File: config.mk
export PLATFORM = sky130hd
export DESIGN_NAME = tied_rank_sum_accumulator_top
export DESIGN_NICKNAME = d
export VERILOG_FILES = /design/src/design/trsa_pkg.sv /design/src/design/trsa_cell.sv /design/src/design/tied_rank_sum_accumulator_top.sv
export SDC_FILE = /design/constraint.sdc
export NUM_CORES = 2
export LEC_CHECK = 0
export BUFFER_PORTS_ARGS = -buffer_cell sky130_fd_sc_hd__buf_2
export CAP_MARGIN = 30
export CORE_ASPECT_RATIO = 1.1
export CORE_UTILIZATION = 40
export CTS_BUF_LIST = sky130_fd_sc_hd__clkbuf_8 sky130_fd_sc_hd__clkbuf_16
export DETAILED_ROUTE_END_ITERATION = 8
export PLACE_DENSITY = 0.65
export SETUP_SLACK_MARGIN = 0.4
export SLEW_MARGIN = 10
export SYNTH_ARGS = -nofsm -noshare
export SYNTH_HDL_FRONTEND = slang
export SYNTH_SLANG_ARGS = --single-unit
export TNS_END_PERCENT = 10
File: constraint.sdc
create_clock -name clock -period 10.32 [get_ports clock]
set_input_delay 1.548 -clock clock [delete_from_list [all_inputs] [get_ports clock]]
set_output_delay 1.548 -clock clock [all_outputs]
set_load 0.005 [all_outputs]
File: src/design/trsa_pkg.sv
`default_nettype none

package trsa_pkg;

   localparam int INDEX_W    = 4;
   localparam int RANK_OUT_W = 6;
   localparam int SUM_W      = 17;
   localparam int DS_W       = 12;
   localparam int CFG_W      = 5;

   localparam logic [SUM_W-1:0] SUM_MAX   = {SUM_W{1'b1}};
   localparam logic [DS_W-1:0]  DS_MAX    = {DS_W{1'b1}};
   localparam logic [CFG_W-1:0] CFG_RESET = CFG_W'(16);

   typedef enum logic [1:0] {
      ST_IDLE,
      ST_RANK,
      ST_FINISH,
      ST_EMIT
   } state_type;

   typedef struct packed {
      logic load;
      logic step;
      logic finish;
      logic shift;
   } cell_ctl_type;

endpackage

`default_nettype wire

File: src/design/trsa_cell.sv
`default_nettype none

module trsa_cell import trsa_pkg::*; #(
   parameter int MAX_MODELS = 16,
   parameter int SCORE_BITS = 16
) (
   input  wire                                   clock,
   input  wire                                   reset,
   input  wire  cell_ctl_type                    ctl,
   input  wire                                   active,
   input  wire                                   wr_en,
   input  wire  [SCORE_BITS-1:0]                 wr_score,
   input  wire  [SCORE_BITS-1:0]                 nbr_score,
   input  wire                                   nbr_valid,
   output logic [SCORE_BITS-1:0]                 rot_score_out,
   output logic                                  rot_valid_out,
   input  wire  [((($clog2(2*MAX_MODELS+1)) > RANK_OUT_W) ?
                  $clog2(2*MAX_MODELS+1) : RANK_OUT_W)-1:0] chain_rank,
   input  wire  [SUM_W-1:0]                      chain_sum,
   output logic [((($clog2(2*MAX_MODELS+1)) > RANK_OUT_W) ?
                  $clog2(2*MAX_MODELS+1) : RANK_OUT_W)-1:0] emit_rank_out,
   output logic [SUM_W-1:0]                      emit_sum_out
);

   localparam int CNT_W  = $clog2(MAX_MODELS+1);
   localparam int RANK_W = (($clog2(2*MAX_MODELS+1)) > RANK_OUT_W) ?
                           $clog2(2*MAX_MODELS+1) : RANK_OUT_W;
   localparam int SUMX_W = SUM_W + 1;

   logic [SCORE_BITS-1:0] score_ff, score_in;
   logic [SCORE_BITS-1:0] rot_score_ff, rot_score_in;
   logic                  rot_valid_ff, rot_valid_in;
   logic [CNT_W-1:0]      greater_ff, greater_in;
   logic [CNT_W-1:0]      equal_ff, equal_in;
   logic [SUM_W-1:0]      sum_ff, sum_in;
   logic [RANK_W-1:0]     emit_rank_ff, emit_rank_in;
   logic [SUM_W-1:0]      emit_sum_ff, emit_sum_in;
   logic [RANK_W-1:0]     rank;
   logic [SUMX_W-1:0]     sum_wide;
   logic [SUM_W-1:0]      sum_sat;

   always_comb begin
      rank     = (RANK_W'(greater_ff) << 1) + RANK_W'(equal_ff) + RANK_W'(1);
      sum_wide = SUMX_W'(sum_ff) + SUMX_W'(rank);
      sum_sat  = (sum_wide > SUMX_W'(SUM_MAX)) ? SUM_MAX : sum_wide[SUM_W-1:0];
   end

   always_comb begin
      score_in     = wr_en ? wr_score : score_ff;
      rot_score_in = rot_score_ff;
      rot_valid_in = rot_valid_ff;
      greater_in   = greater_ff;
      equal_in     = equal_ff;
      sum_in       = sum_ff;
      emit_rank_in = emit_rank_ff;
      emit_sum_in  = emit_sum_ff;
      if (ctl.load) begin
         rot_score_in = score_in;
         rot_valid_in = active;
         greater_in   = '0;
         equal_in     = '0;
      end
      if (ctl.step) begin
         rot_score_in = nbr_score;
         rot_valid_in = nbr_valid;
         if (rot_valid_ff && (rot_score_ff > score_ff)) begin
            greater_in = greater_ff + CNT_W'(1);
         end
         if (rot_valid_ff && (rot_score_ff == score_ff)) begin
            equal_in = equal_ff + CNT_W'(1);
         end
      end
      if (ctl.finish) begin
         if (active) begin
            sum_in = sum_sat;
         end
         emit_rank_in = rank;
         emit_sum_in  = sum_sat;
      end
      if (ctl.shift) begin
         emit_rank_in = chain_rank;
         emit_sum_in  = chain_sum;
      end
   end

   always_ff @(posedge clock) begin
      score_ff     <= score_in;
      rot_score_ff <= rot_score_in;
      greater_ff   <= greater_in;
      equal_ff     <= equal_in;
      emit_rank_ff <= emit_rank_in;
      emit_sum_ff  <= emit_sum_in;
   end

   always_ff @(posedge clock) begin
      if (reset) begin
         rot_valid_ff <= 1'b0;
         sum_ff       <= '0;
      end else begin
         rot_valid_ff <= rot_valid_in;
         sum_ff       <= sum_in;
      end
   end

   assign rot_score_out = rot_score_ff;
   assign rot_valid_out = rot_valid_ff;
   assign emit_rank_out = emit_rank_ff;
   assign emit_sum_out  = emit_sum_ff;

endmodule

`default_nettype wire

File: src/design/tied_rank_sum_accumulator_top.sv
// Channel   Direction  Handshake              Beat contents
// req_      in         req_valid / req_stall  model index, score, last-in-dataset flag
// rsp_      out        rsp_valid / rsp_stall  model id, doubled rank, doubled rank sum,
//                                             datasets seen, last-of-run flag
// csr_      in         csr_valid / csr_ready  model count
//
// Score beats that are not last are taken while idle and can arrive back to back.
// A last beat starts a ranking pass while the scores rotate once around the ring
// of cells, then a finish step, then one result per active model, one per cycle
// when rsp_stall stays low.
// req_stall is high from the last beat until the final result is loaded.
// Reset clears the rank sums and the dataset count and sets the model count to 16.
`default_nettype none

module tied_rank_sum_accumulator_top import trsa_pkg::*; #(
   parameter int MAX_MODELS = 16,
   parameter int SCORE_BITS = 16
) (
   input  wire                   clock,
   input  wire                   reset,
   input  wire                   req_valid,
   output logic                  req_stall,
   input  wire  [INDEX_W-1:0]    req_model_index,
   input  wire  [SCORE_BITS-1:0] req_score,
   input  wire                   req_last_in_dataset,
   output logic                  rsp_valid,
   input  wire                   rsp_stall,
   output logic [INDEX_W-1:0]    rsp_model_id,
   output logic [RANK_OUT_W-1:0] rsp_rank_doubled,
   output logic [SUM_W-1:0]      rsp_rank_sum_doubled,
   output logic [DS_W-1:0]       rsp_datasets_seen,
   output logic                  rsp_last_of_run,
   input  wire                   csr_valid,
   output logic                  csr_ready,
   input  wire  [CFG_W-1:0]      csr_data
);

   localparam int IDX_W  = $clog2(MAX_MODELS);
   localparam int NCNT_W = $clog2(MAX_MODELS+1);
   localparam int RANK_W = (($clog2(2*MAX_MODELS+1)) > RANK_OUT_W) ?
                           $clog2(2*MAX_MODELS+1) : RANK_OUT_W;

   state_type             state_ff, state_in;
   logic [IDX_W-1:0]      step_ff, step_in;
   logic [IDX_W-1:0]      emit_idx_ff, emit_idx_in;
   logic [CFG_W-1:0]      model_count_ff, model_count_in;
   logic [DS_W-1:0]       ds_count_ff, ds_count_in;
   logic [NCNT_W-1:0]     n_eff;
   logic                  req_take, csr_take, rsp_take, emit_last;
   cell_ctl_type          ctl;

   logic                  rsp_valid_ff, rsp_valid_in;
   logic [INDEX_W-1:0]    rsp_model_id_ff, rsp_model_id_in;
   logic [RANK_OUT_W-1:0] rsp_rank_ff, rsp_rank_in;
   logic [SUM_W-1:0]      rsp_sum_ff, rsp_sum_in;
   logic [DS_W-1:0]       rsp_ds_ff, rsp_ds_in;
   logic                  rsp_last_ff, rsp_last_in;

   logic [SCORE_BITS-1:0] rot_score [MAX_MODELS];
   logic                  rot_valid [MAX_MODELS];
   logic [RANK_W-1:0]     emit_rank [MAX_MODELS+1];
   logic [SUM_W-1:0]      emit_sum  [MAX_MODELS+1];

   always_comb begin
      if (model_count_ff == '0) begin
         n_eff = NCNT_W'(1);
      end else if (int'(model_count_ff) > MAX_MODELS) begin
         n_eff = NCNT_W'(MAX_MODELS);
      end else begin
         n_eff = NCNT_W'(model_count_ff);
      end
   end

   assign req_take  = req_valid && !req_stall;
   assign csr_take  = csr_valid && csr_ready;
   assign rsp_take  = (state_ff == ST_EMIT) && (!rsp_valid_ff || !rsp_stall);
   assign emit_last = (int'(emit_idx_ff) + 1) == int'(n_eff);

   always_comb begin
      state_in = state_ff;
      unique case (state_ff)
         ST_IDLE: begin
            if (req_take && req_last_in_dataset) begin
               state_in = ST_RANK;
            end
         end
         ST_RANK: begin
            if (step_ff == IDX_W'(MAX_MODELS-1)) begin
               state_in = ST_FINISH;
            end
         end
         ST_FINISH: begin
            state_in = ST_EMIT;
         end
         ST_EMIT: begin
            if (rsp_take && emit_last) begin
               state_in = ST_IDLE;
            end
         end
         default: begin
            state_in = ST_IDLE;
         end
      endcase
   end

   always_comb begin
      req_stall  = (state_ff != ST_IDLE);
      csr_ready  = (state_ff == ST_IDLE);
      ctl.load   = req_take && req_last_in_dataset;
      ctl.step   = (state_ff == ST_RANK);
      ctl.finish = (state_ff == ST_FINISH);
      ctl.shift  = rsp_take;
   end

   always_comb begin
      step_in        = (state_ff == ST_RANK) ? step_ff + IDX_W'(1) : '0;
      emit_idx_in    = emit_idx_ff;
      model_count_in = csr_take ? csr_data : model_count_ff;
      ds_count_in    = ds_count_ff;
      if (ctl.load && (ds_count_ff != DS_MAX)) begin
         ds_count_in = ds_count_ff + DS_W'(1);
      end
      if (ctl.finish) begin
         emit_idx_in = '0;
      end else if (rsp_take) begin
         emit_idx_in = emit_idx_ff + IDX_W'(1);
      end
   end

   always_comb begin
      rsp_valid_in    = rsp_valid_ff;
      rsp_model_id_in = rsp_model_id_ff;
      rsp_rank_in     = rsp_rank_ff;
      rsp_sum_in      = rsp_sum_ff;
      rsp_ds_in       = rsp_ds_ff;
      rsp_last_in     = rsp_last_ff;
      if (rsp_take) begin
         rsp_valid_in    = 1'b1;
         rsp_model_id_in = INDEX_W'(emit_idx_ff);
         rsp_rank_in     = RANK_OUT_W'(emit_rank[0]);
         rsp_sum_in      = emit_sum[0];
         rsp_ds_in       = ds_count_ff;
         rsp_last_in     = emit_last;
      end else if (!rsp_stall) begin
         rsp_valid_in = 1'b0;
      end
   end

   always_ff @(posedge clock) begin
      if (reset) begin
         state_ff       <= ST_IDLE;
         step_ff        <= '0;
         emit_idx_ff    <= '0;
         model_count_ff <= CFG_RESET;
         ds_count_ff    <= '0;
         rsp_valid_ff   <= 1'b0;
      end else begin
         state_ff       <= state_in;
         step_ff        <= step_in;
         emit_idx_ff    <= emit_idx_in;
         model_count_ff <= model_count_in;
         ds_count_ff    <= ds_count_in;
         rsp_valid_ff   <= rsp_valid_in;
      end
   end

   always_ff @(posedge clock) begin
      rsp_model_id_ff <= rsp_model_id_in;
      rsp_rank_ff     <= rsp_rank_in;
      rsp_sum_ff      <= rsp_sum_in;
      rsp_ds_ff       <= rsp_ds_in;
      rsp_last_ff     <= rsp_last_in;
   end

   assign emit_rank[MAX_MODELS] = '0;
   assign emit_sum[MAX_MODELS]  = '0;

   for (genvar i = 0; i < MAX_MODELS; i++) begin : g_cell
      trsa_cell #(
         .MAX_MODELS (MAX_MODELS),
         .SCORE_BITS (SCORE_BITS)
      ) u_cell (
         .clock         (clock),
         .reset         (reset),
         .ctl           (ctl),
         .active        (int'(n_eff) > i),
         .wr_en         (req_take && (int'(req_model_index) == i)),
         .wr_score      (req_score),
         .nbr_score     (rot_score[(i+1) % MAX_MODELS]),
         .nbr_valid     (rot_valid[(i+1) % MAX_MODELS]),
         .rot_score_out (rot_score[i]),
         .rot_valid_out (rot_valid[i]),
         .chain_rank    (emit_rank[i+1]),
         .chain_sum     (emit_sum[i+1]),
         .emit_rank_out (emit_rank[i]),
         .emit_sum_out  (emit_sum[i])
      );
   end

   assign rsp_valid            = rsp_valid_ff;
   assign rsp_model_id         = rsp_model_id_ff;
   assign rsp_rank_doubled     = rsp_rank_ff;
   assign rsp_rank_sum_doubled = rsp_sum_ff;
   assign rsp_datasets_seen    = rsp_ds_ff;
   assign rsp_last_of_run      = rsp_last_ff;

endmodule

`default_nettype wire

==> impl_metrics.py <==
metrics = {
    "run_status": {
        "status": "complete, no violations",
    },
    "critical_path": {
        "critical_path_required_ps": 10730,
        "r2r_setup_slack_ps": 6130,
        "r2r_cells": 6,
        "r2r_end": "g_cell[5].u_cell.emit_sum_out[4]$_DFFE_PP_",
        "worstSetupStartpointType": "input pin",
        "cp_max_fo": 187,
        "criticalPathCategory": "input pin to flip-flop",
        "reg2reg_from": "state_ff[0]$_SDFFE_PP0P_",
        "endpoint_kind": "flip-flop",
        "cp.arrival_ps": 4780,
    },
    "synth": {
        "ys_seq_area_share_pct": 47.8,
        "synth_common_cells": "dfxtp_1, edfxtp_1, nor2_1, nand2_1, a21oi_1",
        "synth_edf_count": 641,
        "ys_ff_latch": 1396,
        "synth.top_cell.area_share_pct": 26.8,
        "synth_ff_type": "dfxtp_1",
        "syn_area_um2": 71900,
        "async_flop_share_pct": 0,
        "synth_top_cell_by_area": "edfxtp_1",
        "synth_cell_types": 95,
        "syn_nets": 7710,
        "syn_area_per_cell_um2": 10.0,
        "synth.most_common_cell": "dfxtp_1",
        "syn_inst": 7191,
        "yosysWarningCount": 0,
        "ys_top_cells_by_area": "edfxtp_1, dfxtp_1, ha_1",
    },
    "min_path": {
        "hold_depth": 0,
        "min_to": "rsp_rank_doubled[3]$_DFFE_PP_",
        "hp-start": "g_cell[0].u_cell.emit_rank_out[3]$_DFFE_PP_",
        "min_path_type": "flip-flop to flip-flop",
    },
    "grt": {
        "antenna_found_initial": 11,
        "grt.overflow.total": 0,
        "grtUsageMet1_pct": 25.8,
        "grt_pass1_wl_um": 284000,
        "grt_pass1_vias": 51600,
        "grt_use_met3_pct": 2.59,
        "busiest_layer": "met2",
        "use_met2_pct": 32.8,
        "grt_max_degree": 188,
        "track_usage_pct": 19.5,
    },
    "sta": {
        "period_share_pct": 42.4,
        "tns_ps": 0,
        "slew_headroom_pct": 27.2,
        "rsz0062_at_grt": "false",
        "setup_viol": 0,
        "slew_violations": 0,
        "clock_skew_ps": 31.2,
        "worst_slew_pin_slew_ps": 1090,
        "post-route-min-period_ps": 4370,
        "hold_viol_final": 0,
        "fmaxAchievable_mhz": 229,
    },
    "pwr": {
        "finalPower_mw": 20.3,
        "vdd_drop_max_uv": 204,
        "leakage_nw": 30.3,
        "power_density_nw_per_um2": 253,
    },
    "floorplan": {
        "start_util_pct": 40.4,
        "rows": 162,
        "core-area_um2": 178000,
        "ios": 74,
        "die_area_um2": 182000,
        "die_w_um": 406,
        "die_h_um": 447,
    },
    "place": {
        "place_area_um2": 74700,
        "gp_congestion": 0.855,
        "place.detailed.hpwl_um": 123000,
        "port_buffers": 73,
        "dp.cells": 9378,
    },
    "drt": {
        "wirelength_um": 180000,
        "firstDrtPassIters": 6,
        "drc": 0,
        "wire_per_inst_um": 18.6,
        "vias": 53700,
        "drt_iter0_markers": 4395,
        "antenna_left": 0,
        "via_per_inst": 5.55,
    },
    "final_layout": {
        "fin_nets": 7685,
        "syn2layout_area_growth_pct": 11.3,
        "drive_above_1_share_pct": 12.1,
        "final_cells": 9683,
        "design_area_um2": 80100,
    },
    "clock_tree": {
        "cts.sinks": 1396,
        "h-tree-depth": 4,
        "cts_made_buffers": 157,
        "cts_root_buf": "clkbuf_16",
        "clk_latency_ps": 800,
        "clk_pin_slew_ps": 60,
        "clock_path_buffers": 3,
        "post-cts-setup-buffers": 0,
        "cts_tree": "built",
        "cts_resized": 0,
        "ctsHoldBuffers": 0,
    },
    "job": {
        "max-cap-violations": 0,
    },
}
==> worst max path at each step <==
stage                          from                                     endpoint  slack [ps]
after floorplan           rsp_stall  g_cell[0].u_cell.emit_rank_out[0]$_DFFE_PP_        1090
after global placement    rsp_stall   g_cell[4].u_cell.emit_sum_out[7]$_DFFE_PP_        5220
after detailed placement  rsp_stall   g_cell[5].u_cell.emit_sum_out[7]$_DFFE_PP_        5120
after CTS                 rsp_stall   g_cell[5].u_cell.emit_sum_out[1]$_DFFE_PP_        5980
after global routing      rsp_stall  g_cell[4].u_cell.emit_sum_out[11]$_DFFE_PP_        5700
final                     rsp_stall   g_cell[5].u_cell.emit_sum_out[4]$_DFFE_PP_        5950
==> logic make-up after synthesis <==
logic type | synth area share (%)
simple gates | 13.4
compound gates | 15.4
flops | 47.8
buf+inv | 4.12
mux | 7.62
fa+ha+maj | 8.82
xor+xnor | 2.95
==> metal layers <==
layer,part of all wire (%),wire length [um]
met1,45,80600
met2,48,86300
met3,4.5,8050
met4,2.8,5130
met5,0.021,38
==> stage by stage <==
step	worst slack (ps)	util [%]	hold slack, ps
after floorplan	1090	-	400
after global placement	5220	41.9	404
after detailed placement	5120	42.0	405
after CTS	5980	45.0	417
after global routing	5700	45.0	420
final	5950	45.0	415
==> registers in the layout (all words and copies together), names as in the netlist, 6 cells and up <==
register,flops
ds_count_ff,12
g_cell.u_cell.emit_rank_out,96
g_cell.u_cell.emit_sum_out,272
g_cell.u_cell.equal_ff,80
g_cell.u_cell.greater_ff,80
g_cell.u_cell.rot_score_out,256
g_cell.u_cell.rot_valid_out,16
g_cell.u_cell.score_ff,256
g_cell.u_cell.sum_ff,272
rsp_datasets_seen,12
rsp_rank_doubled,6
rsp_rank_sum_doubled,17
==> report_power, final <==
part | total [mW] | internal, mW | switching (mW)
Clock | 5.71 | 3.32 | 2.38
Combinational | 5.79 | 2.44 | 3.35
Sequential | 8.75 | 7.85 | 0.904
==> placed cells by master (no fill, tap or decap), types with 26 or more instances in the layout <==
cell type	netlist	routed
clkbuf_16	0	160
o31ai_1	49	43
ha_1	456	454
a21o_1	73	73
nor3_1	122	122
a21oi_1	506	505
xor2_1	65	65
nor2_1	628	625
nor4_1	42	41
fa_1	32	32
inv_1	427	471
and3_1	64	63
o21ai_0	470	470
a311oi_1	57	57
a211oi_1	109	109
and2_1	26	26
dfxtp_1	755	755
nor2b_1	62	62
nand2b_1	47	46
o211ai_1	38	38
and4_1	49	49
edfxtp_1	641	641
mux2_2	410	410
mux2i_1	67	67
a31oi_1	190	190
o21a_1	73	73
o21bai_1	30	30
nand2_1	557	556
nand4_1	81	81
buf_4	3	73
buf_2	40	74
nand3_1	211	210
xnor2_1	175	175
==> worst max-delay path, cell delays in order <==
cell	delay (ps)
buf_2	100
nand2_1	150
nand2_4	300
inv_8	590
nor2_1	320
inv_8	590
buf_12	780
==> layout make-up <==
| cell class | instances | area [um^2] |
|---|---|---|
| fillers | 16700 | 97900 |
| multi-input cells | 5027 | 34700 |
| flip-flops and latches | 1396 | 34400 |
| clock buffers | 178 | 4250 |
| well taps | 2378 | 2980 |
| inverters | 427 | 1620 |
| clock inverters | 117 | 1080 |
| repair buffers | 157 | 1060 |
| diodes | 3 | 7.51 |
Power figures use the tool's default switching activity.
